<file path="src/rfa_pkg.sv">
// Shared constants for the rational fraction ALU.
package rfa_pkg;
    localparam int NUM_BITS = 35;
    localparam int DEN_BITS = 32;
    localparam int IN_FIELD_BITS = 16;

    localparam logic [1:0] OP_ADD = 2'd0;
    localparam logic [1:0] OP_SUB = 2'd1;
    localparam logic [1:0] OP_MUL = 2'd2;
    localparam logic [1:0] OP_DIV = 2'd3;

    typedef logic [NUM_BITS-1:0] t_res_num;
    typedef logic [DEN_BITS-1:0] t_res_den;
endpackage

</file>
<file path="src/rational_fraction_alu_unit.sv">
// Top level: sequencer, multiplier and output register around the serial divider.
// Usage: one item per slave-side transfer carries two fractions and an
// operation code in tuser (0 add, 1 subtract, 2 multiply, 3 divide).
// The result goes out as one master-side transfer: reduced numerator with
// sign and positive denominator in tdata, error status in tuser.
// A zero denominator or a divide by zero gives status 1 with 0/0.
// o_s_tready is high only while the sequencer is idle; one item at a time.
// Flow: every divide runs on the shared serial divider of width
// W = 2*OPERAND_BITS+1. Add/subtract run a gcd of the denominators, two
// divides, three multiplies, then a gcd of the result and two divides;
// multiply/divide skip the first gcd, its two divides and one multiply.
// Each gcd costs one divide per Euclid step; a zero sum skips the last gcd
// and its two divides.
// An input error goes from the check step straight to the output step.
// A finished result waits in the output register while the next item
// is already taken in; if the receiver stalls, the sequencer holds at its
// last step until the register frees. Reset empties the output register
// and returns the sequencer to idle.
module rational_fraction_alu_unit #(
    parameter int OPERAND_BITS = 16
) (
    input  logic        i_clk,
    input  logic        i_rst_n,
    input  logic        i_s_tvalid,
    output logic        o_s_tready,
    input  logic [63:0] i_s_tdata,   // num_a, den_a, num_b, den_b
    input  logic [1:0]  i_s_tuser,   // operation
    output logic        o_m_tvalid,
    input  logic        i_m_tready,
    output logic [71:0] o_m_tdata,   // res_num, res_den, zero pad
    output logic [0:0]  o_m_tuser    // status
);
    import rfa_pkg::*;

    localparam int P = OPERAND_BITS;
    localparam int W = 2 * P + 1;

    localparam logic [4:0] S_IDLE  = 5'd0;
    localparam logic [4:0] S_CHECK = 5'd1;
    localparam logic [4:0] S_GCD   = 5'd2;
    localparam logic [4:0] S_GCDW  = 5'd3;
    localparam logic [4:0] S_LCM   = 5'd4;
    localparam logic [4:0] S_LCMW1 = 5'd5;
    localparam logic [4:0] S_LCM2  = 5'd6;
    localparam logic [4:0] S_LCMW2 = 5'd7;
    localparam logic [4:0] S_M0    = 5'd8;
    localparam logic [4:0] S_M1    = 5'd9;
    localparam logic [4:0] S_M2    = 5'd10;
    localparam logic [4:0] S_SUM   = 5'd11;
    localparam logic [4:0] S_RED   = 5'd12;
    localparam logic [4:0] S_REDW1 = 5'd13;
    localparam logic [4:0] S_RED2  = 5'd14;
    localparam logic [4:0] S_REDW2 = 5'd15;
    localparam logic [4:0] S_FIN   = 5'd16;
    localparam logic [4:0] S_OUT   = 5'd17;

    logic [4:0]   r_state;
    logic [4:0]   r_ret;
    logic [1:0]   r_op;
    logic [P-1:0] r_na, r_da, r_nb, r_db, r_qa, r_qb;
    logic [W-1:0] r_x, r_y, r_mag, r_den, r_ta, r_tb;
    logic         r_neg, r_err;
    logic         r_ovalid;
    logic [71:0]  r_odata;
    logic         r_ostat;

    logic         div_start, div_done;
    logic [W-1:0] div_dvd, div_dvs, div_quo, div_rem;
    logic [P-1:0] mul_a, mul_b;
    logic [2*P-1:0] mul_p;
    logic         op_prod;
    logic [W-1:0] sum_mag;
    logic         sum_zero;
    logic [63:0]  mag64, den64;
    logic [NUM_BITS-1:0] num_out;
    logic         ovf;
    logic         out_free;

    function automatic logic [P-1:0] cut(input logic [IN_FIELD_BITS-1:0] f);
        logic [IN_FIELD_BITS+31:0] wide;
        wide = {32'd0, f};
        return wide[P-1:0];
    endfunction

    rfa_div #(.W(W)) u_div (
        .i_clk      (i_clk),
        .i_rst_n    (i_rst_n),
        .i_start    (div_start),
        .i_dividend (div_dvd),
        .i_divisor  (div_dvs),
        .o_done     (div_done),
        .o_quo      (div_quo),
        .o_rem      (div_rem)
    );

    assign op_prod = (r_op == OP_MUL) || (r_op == OP_DIV);

    // magnitude of the combined numerator
    assign sum_mag  = op_prod ? r_ta
                    : (r_op == OP_ADD) ? r_ta + r_tb
                    : (r_ta >= r_tb) ? r_ta - r_tb : r_tb - r_ta;
    assign sum_zero = (sum_mag == '0);

    always_comb begin
        div_start = 1'b0;
        div_dvd   = r_x;
        div_dvs   = r_y;
        unique case (r_state)
            S_GCD:  div_start = (r_y != '0);
            S_LCM: begin
                div_start = 1'b1;
                div_dvd   = W'(r_da);
                div_dvs   = r_x;
            end
            S_LCM2: begin
                div_start = 1'b1;
                div_dvd   = W'(r_db);
                div_dvs   = r_x;
            end
            S_RED: begin
                div_start = 1'b1;
                div_dvd   = r_mag;
                div_dvs   = r_x;
            end
            S_RED2: begin
                div_start = 1'b1;
                div_dvd   = r_den;
                div_dvs   = r_x;
            end
            default: ;
        endcase
    end

    always_comb begin
        unique case (r_state)
            S_M0: begin
                mul_a = op_prod ? r_da : r_qa;
                mul_b = r_db;
            end
            S_M1: begin
                mul_a = op_prod ? r_na : r_qb;
                mul_b = op_prod ? r_nb : r_na;
            end
            default: begin
                mul_a = r_qa;
                mul_b = r_nb;
            end
        endcase
    end
    assign mul_p = mul_a * mul_b;

    assign mag64    = 64'(r_mag);
    assign den64    = 64'(r_den);
    assign ovf      = (mag64 > 64'h3_FFFF_FFFF) || (den64 > 64'hFFFF_FFFF);
    assign num_out  = r_neg ? (NUM_BITS'(0) - mag64[NUM_BITS-1:0]) : mag64[NUM_BITS-1:0];
    assign out_free = !r_ovalid || i_m_tready;

    always_ff @(posedge i_clk) begin
        if (!i_rst_n) begin
            r_state <= S_IDLE;
        end else begin
            unique case (r_state)
                S_IDLE:  if (i_s_tvalid) r_state <= S_CHECK;
                S_CHECK: begin
                    if (r_da == '0 || r_db == '0 || (r_op == OP_DIV && r_nb == '0))
                        r_state <= S_OUT;
                    else if (r_op == OP_MUL || r_op == OP_DIV)
                        r_state <= S_M0;
                    else
                        r_state <= S_GCD;
                end
                S_GCD:   r_state <= (r_y == '0) ? r_ret : S_GCDW;
                S_GCDW:  if (div_done) r_state <= S_GCD;
                S_LCM:   r_state <= S_LCMW1;
                S_LCMW1: if (div_done) r_state <= S_LCM2;
                S_LCM2:  r_state <= S_LCMW2;
                S_LCMW2: if (div_done) r_state <= S_M0;
                S_M0:    r_state <= S_M1;
                S_M1:    r_state <= op_prod ? S_SUM : S_M2;
                S_M2:    r_state <= S_SUM;
                // zero sum short-cuts the reduction
                S_SUM:   r_state <= sum_zero ? S_OUT : S_GCD;
                S_RED:   r_state <= S_REDW1;
                S_REDW1: if (div_done) r_state <= S_RED2;
                S_RED2:  r_state <= S_REDW2;
                S_REDW2: if (div_done) r_state <= S_FIN;
                S_FIN:   r_state <= S_OUT;
                S_OUT:   if (out_free) r_state <= S_IDLE;
                default: r_state <= S_IDLE;
            endcase
        end
    end

    always_ff @(posedge i_clk) begin
        unique case (r_state)
            S_IDLE: begin
                r_op  <= i_s_tuser;
                r_na  <= cut(i_s_tdata[15:0]);
                r_da  <= cut(i_s_tdata[31:16]);
                r_nb  <= cut(i_s_tdata[47:32]);
                r_db  <= cut(i_s_tdata[63:48]);
                r_err <= 1'b0;
                r_neg <= 1'b0;
            end
            S_CHECK: begin
                if (r_da == '0 || r_db == '0 || (r_op == OP_DIV && r_nb == '0))
                    r_err <= 1'b1;
                if (r_op == OP_DIV) begin
                    r_nb <= r_db;
                    r_db <= r_nb;
                end
                r_x   <= W'(r_da);
                r_y   <= W'(r_db);
                r_ret <= S_LCM;
            end
            S_GCDW: if (div_done) begin
                r_x <= r_y;
                r_y <= div_rem;
            end
            S_LCMW1: if (div_done) r_qa <= div_quo[P-1:0];
            S_LCMW2: if (div_done) r_qb <= div_quo[P-1:0];
            S_M0:    r_den <= W'(mul_p);
            S_M1:    r_ta  <= W'(mul_p);
            S_M2:    r_tb  <= W'(mul_p);
            S_SUM: begin
                // zero result is 0/1
                if (sum_zero) begin
                    r_mag <= '0;
                    r_den <= W'(1);
                end else begin
                    r_mag <= sum_mag;
                end
                r_neg <= (r_op == OP_SUB) && (r_ta < r_tb);
                r_x   <= sum_mag;
                r_y   <= r_den;
                r_ret <= S_RED;
            end
            S_REDW1: if (div_done) r_mag <= div_quo;
            S_REDW2: if (div_done) r_den <= div_quo;
            S_FIN:   if (ovf) r_err <= 1'b1;
            default: ;
        endcase
    end

    always_ff @(posedge i_clk) begin
        if (!i_rst_n) begin
            r_ovalid <= 1'b0;
        end else if (r_state == S_OUT && out_free) begin
            r_ovalid <= 1'b1;
        end else if (i_m_tready) begin
            r_ovalid <= 1'b0;
        end
    end

    always_ff @(posedge i_clk) begin
        if (r_state == S_OUT && out_free) begin
            r_ostat <= r_err;
            r_odata <= r_err ? 72'd0 : {5'd0, den64[DEN_BITS-1:0], num_out};
        end
    end

    assign o_s_tready = (r_state == S_IDLE);
    assign o_m_tvalid = r_ovalid;
    assign o_m_tdata  = r_odata;
    assign o_m_tuser  = r_ostat;

`ifndef ASSERT_OFF
    a_ok_den: assert property (@(posedge i_clk) disable iff (!i_rst_n)
        o_m_tvalid && !o_m_tuser[0] |-> o_m_tdata[66:35] != '0)
        else $error("good result with zero denominator");
    a_err_zero: assert property (@(posedge i_clk) disable iff (!i_rst_n)
        o_m_tvalid && o_m_tuser[0] |-> o_m_tdata == '0)
        else $error("error result not cleared");
    a_done_wait: assert property (@(posedge i_clk) disable iff (!i_rst_n)
        div_done |-> (r_state == S_GCDW || r_state == S_LCMW1 || r_state == S_LCMW2 ||
                      r_state == S_REDW1 || r_state == S_REDW2))
        else $error("divider finished outside a wait step");
`endif
endmodule

</file>
<file path="src/rfa_div.sv">
// Bit-serial restoring divider, one quotient bit per cycle.
module rfa_div #(
    parameter int W = 33
) (
    input  logic         i_clk,
    input  logic         i_rst_n,
    input  logic         i_start,
    input  logic [W-1:0] i_dividend,
    input  logic [W-1:0] i_divisor,
    output logic         o_done,
    output logic [W-1:0] o_quo,
    output logic [W-1:0] o_rem
);
    localparam int CW = $clog2(W + 1);

    logic          r_busy;
    logic          r_done;
    logic [CW-1:0] r_cnt;
    logic [W-1:0]  r_rem;
    logic [W-1:0]  r_quo;
    logic [W-1:0]  r_dvs;
    logic [W:0]    sh;
    logic [W:0]    diff;
    logic          ge;

    assign sh   = {r_rem, r_quo[W-1]};
    assign diff = sh - {1'b0, r_dvs};
    assign ge   = !diff[W];

    always_ff @(posedge i_clk) begin
        if (!i_rst_n) begin
            r_busy <= 1'b0;
            r_done <= 1'b0;
            r_cnt  <= '0;
        end else begin
            r_done <= !i_start && r_busy && (r_cnt == CW'(1));
            if (i_start) begin
                r_busy <= 1'b1;
                r_cnt  <= CW'(W);
            end else if (r_busy) begin
                r_cnt <= r_cnt - 1'b1;
                if (r_cnt == CW'(1))
                    r_busy <= 1'b0;
            end
        end
    end

    always_ff @(posedge i_clk) begin
        if (i_start) begin
            r_rem <= '0;
            r_quo <= i_dividend;
            r_dvs <= i_divisor;
        end else if (r_busy) begin
            r_rem <= ge ? diff[W-1:0] : sh[W-1:0];
            r_quo <= {r_quo[W-2:0], ge};
        end
    end

    assign o_done = r_done;
    assign o_quo  = r_quo;
    assign o_rem  = r_rem;

`ifndef ASSERT_OFF
    a_no_restart: assert property (@(posedge i_clk) disable iff (!i_rst_n)
        r_busy |-> !i_start) else $error("divider restarted while busy");
    a_div_nonzero: assert property (@(posedge i_clk) disable iff (!i_rst_n)
        i_start |-> i_divisor != '0) else $error("divide by zero started");
    a_rem_lt: assert property (@(posedge i_clk) disable iff (!i_rst_n)
        r_done |-> r_rem < r_dvs) else $error("remainder not below divisor");
`endif
endmodule

</file>
<file path="config.mk">
export PLATFORM = sky130hd
export DESIGN_NAME = rational_fraction_alu_unit
export DESIGN_NICKNAME = d
export VERILOG_FILES = /design/src/rfa_pkg.sv /design/src/rational_fraction_alu_unit.sv /design/src/rfa_div.sv
export SDC_FILE = /design/constraint.sdc
export NUM_CORES = 2
export LEC_CHECK = 0
export CORE_MARGIN = 2
export CORE_UTILIZATION = 35
export DETAILED_ROUTE_END_ITERATION = 6
export DONT_BUFFER_PORTS = 1
export GPL_ROUTABILITY_DRIVEN = 1
export PLACE_DENSITY = 0.55
export REMOVE_ABC_BUFFERS = 1
export SETUP_SLACK_MARGIN = 0.5
export SLEW_MARGIN = 25
export SYNTH_ARGS = -nofsm -noshare
export SYNTH_HDL_FRONTEND = slang
export SYNTH_SLANG_ARGS = --single-unit
</file>
<file path="constraint.sdc">
create_clock -name i_clk -period 16.7 [get_ports i_clk]
set_clock_uncertainty 0.05 [all_clocks]
set_input_delay 2.505 -clock i_clk [delete_from_list [all_inputs] [get_ports i_clk]]
set_output_delay 2.505 -clock i_clk [all_outputs]
set_load 0.02 [all_outputs]
</file>
==> flow_summary.yaml <==
synthesis:
  synth_top_family_by_area: "adder cells"
  ys_ff_latch: 477
  ys_seq_area_share_pct: 37.1
  ys_types: 95
  synth_top_cells_by_count: "nand2_1, edfxtp_1, nor2_1"
  avgSynthCellArea_um2: 9.49
  synthMuxAreaShare_pct: 3.97
  yosys.area.top_type: "edfxtp_1"
  synth_area_leaders: "edfxtp_1, fa_1, ha_1"
  synth_cells: 3940
  synth-compound-area-share_pct: 16.6
  synth_edf_count: 430
  netlist.area_leader.share_pct: 34.5
  synth_adder_area_share_pct: 18.5
  yosys_warnings: 0
  synthArstFlopShare_pct: 0
  post-synth-top-count-cell: "nand2_1"
  synthXorXnorAreaFrac_pct: 2.41
  synthFlopType: "edfxtp_1"
  synth_simple_gate_area_share_pct: 15.2
  syn_area_mm2: 0.0374
final_layout:
  nFillCells: 10500
  drive_gt1_share_pct: 6.89
  fin_nets: 4362
  regArea_mm2: 0.0139
  area_growth_pct: 9.33
  multi_input_area_mm2: 0.0214
min_path:
  holdCritPathClass: "flop to flop"
place:
  dp_hpwl_um: 104000
  port_buffers: 0
  finalWeightedCongestion: 0.948
clock_tree:
  cts-root-buf: "clkbuf_16"
  numCtsBuffers: 54
  h-tree-depth: 2
  clkSlewWorstSetupHoldPaths_ns: 0.06
  clock_latency_ns: 0.67
  cts.repair.resized: 0
  cts_hold_buf: 0
  cts.path.max_buffers: 3
  post_cts_buffers: 0
  cts_tree: "yes"
  clock-sinks: 477
worst_setup_path:
  cp-end-kind: "flop"
  cpMostUsedCell: "fa_1"
  crit_fanout: 52
  critPathMaxStageDelay_ns: 0.85
  cp_slowest_cell: "dfxtp_4"
  path_class: "flop to flop"
  start_kind: "flop"
  worstPathArrival_ns: 10.03
  critical_path_required_ns: 17.06
job:
  max-cap-violations: 0
floorplan:
  rows: 119
  chipHeight_um: 331
  start_util_pct: 35.4
  core-area_mm2: 0.106
  die_x_um: 331
  io_pins: 145
  die_area_mm2: 0.109
grt:
  grt-ovfl-total: 0
  grt_pass1_vias: 29100
  antenna_found_initial: 6
  grt_pass1_wl_um: 199000
  grt_max_degree: 95
  grt_util_all_layers_pct: 24.5
routing:
  vias: 30700
  wl_um: 136000
  via_per_inst: 5.79
  drt_iter0_drc: 3638
  ant_nets: 0
  firstDrtPassIters: 7
  routedWlPerCell_um: 25.8
  drc: 0
sta:
  setup_viol: 0
  grt_setup_unrepaired: "no"
  worst_pin_slew_ns: 1.12
  hold_viol: 0
  slew_violations: 0
  fmax_mhz: 103
  finalSetupTns_ns: 0
  slew_headroom_pct: 24.8
  min_period_ns: 9.68
  post-route-period-util_pct: 57.9
outcome:
  status: "finished clean"
-- cells by family after synthesis --
family | count (synthesis)
xor gates and xnor gates | 103
DFF | 477
and+or+nand+nor | 1262
adders and majority gates | 434
buffers and inverters | 590
muxes | 144
AOI/OAI and AO/OA | 929
other | 1
-- routing by layer --
layer / track usage, % / vias up / part of all wire (%)
met1: 34.5 / 15100 / 43
met2: 37.5 / 1492 / 44
met4: 9.53 / 4 / 4.2
met3: 4.15 / 254 / 9.0
met5: 0 / - / 0.020
li1: - / 13800 / -
-- state kept, by name (all words and copies together), names as in the netlist, 2 cells and up --
| signal | cells |
|---|---|
| r_nb | 16 |
| r_ta | 32 |
| r_qb | 16 |
| r_qa | 16 |
| r_db | 16 |
| r_tb | 32 |
| r_den | 33 |
| o_m_tdata | 66 |
| u_div.r_cnt | 6 |
| r_da | 16 |
| r_y | 33 |
| r_x | 33 |
| r_op | 2 |
| r_na | 16 |
| u_div.o_rem | 33 |
| u_div.o_quo | 33 |
| r_state | 5 |
| r_mag | 33 |
| u_div.r_dvs | 33 |
-- per-stage QoR --
step	setup WS [ns]	area, um^2	hold WS [ns]	utilization (%)	instances
6_report	7.02	40900	0.455	38.7	5296
5_1_grt	6.59	40900	0.485	38.7	5296
4_1_cts	7.18	40900	0.450	38.7	5295
3_5_place_dp	7.23	38900	0.442	36.9	5193
3_3_place_gp	7.40	38900	0.441	36.8	5193
2_1_floorplan	3.93	36500	0.419	-	3736
-- area by class of cell --
cell class | instances | area share [%]
Antenna cell | 1 | 0.00612
Clock buffer | 61 | 3.48
Clock inverter | 41 | 1.30
Inverter | 382 | 3.51
Multi-Input combinational cell | 2877 | 52.3
Sequential cell | 477 | 33.9
Tap cell | 1391 | 4.26
Timing Repair Buffer | 66 | 1.21
-- worst paths after layout --
| check | start | to | slack, ns | depth (start not counted) |
|---|---|---|---|---|
| setup / recovery | r_state[3] | r_ta[30] | 7.02 | 30 |
| hold / removal | u_div.r_cnt[1] | u_div.r_cnt[1] | 0.45 | 2 |
| setup reg to reg | r_state[3] | r_ta[30] | 7.02 | 30 |
| hold reg to reg | u_div.r_cnt[1] | u_div.r_cnt[1] | 0.45 | 2 |
-- placed cells by master (no fill, tap or decap), drive strengths merged, types with 47 or more instances in the layout --
cell type,instances
xnor2,53
nand3,49
buf,66
nor3,57
ha,236
fa,198
dfxtp,47
xor2,50
mux2i,111
edfxtp,430
a21oi,221
inv,383
nor2b,57
clkbuf,61
o21ai,210
nor2,399
a21o,60
nand2,481
-- critical path, delay by kind of cell, from the launching register on --
family | cells | cell delay [ns]
adder cells (fa/ha/maj) | 7 | 3.31
AO/OA/AOI/OAI | 10 | 2.79
AND/OR/NAND/NOR | 6 | 1.30
flip-flops | 1 | 0.85
buffers and inverters | 6 | 0.80
XOR/XNOR | 1 | 0.28
Power is left out: the tool's default activity adds up to more than one toggle a clock period on the data nets, which glitch-free logic cannot reach.
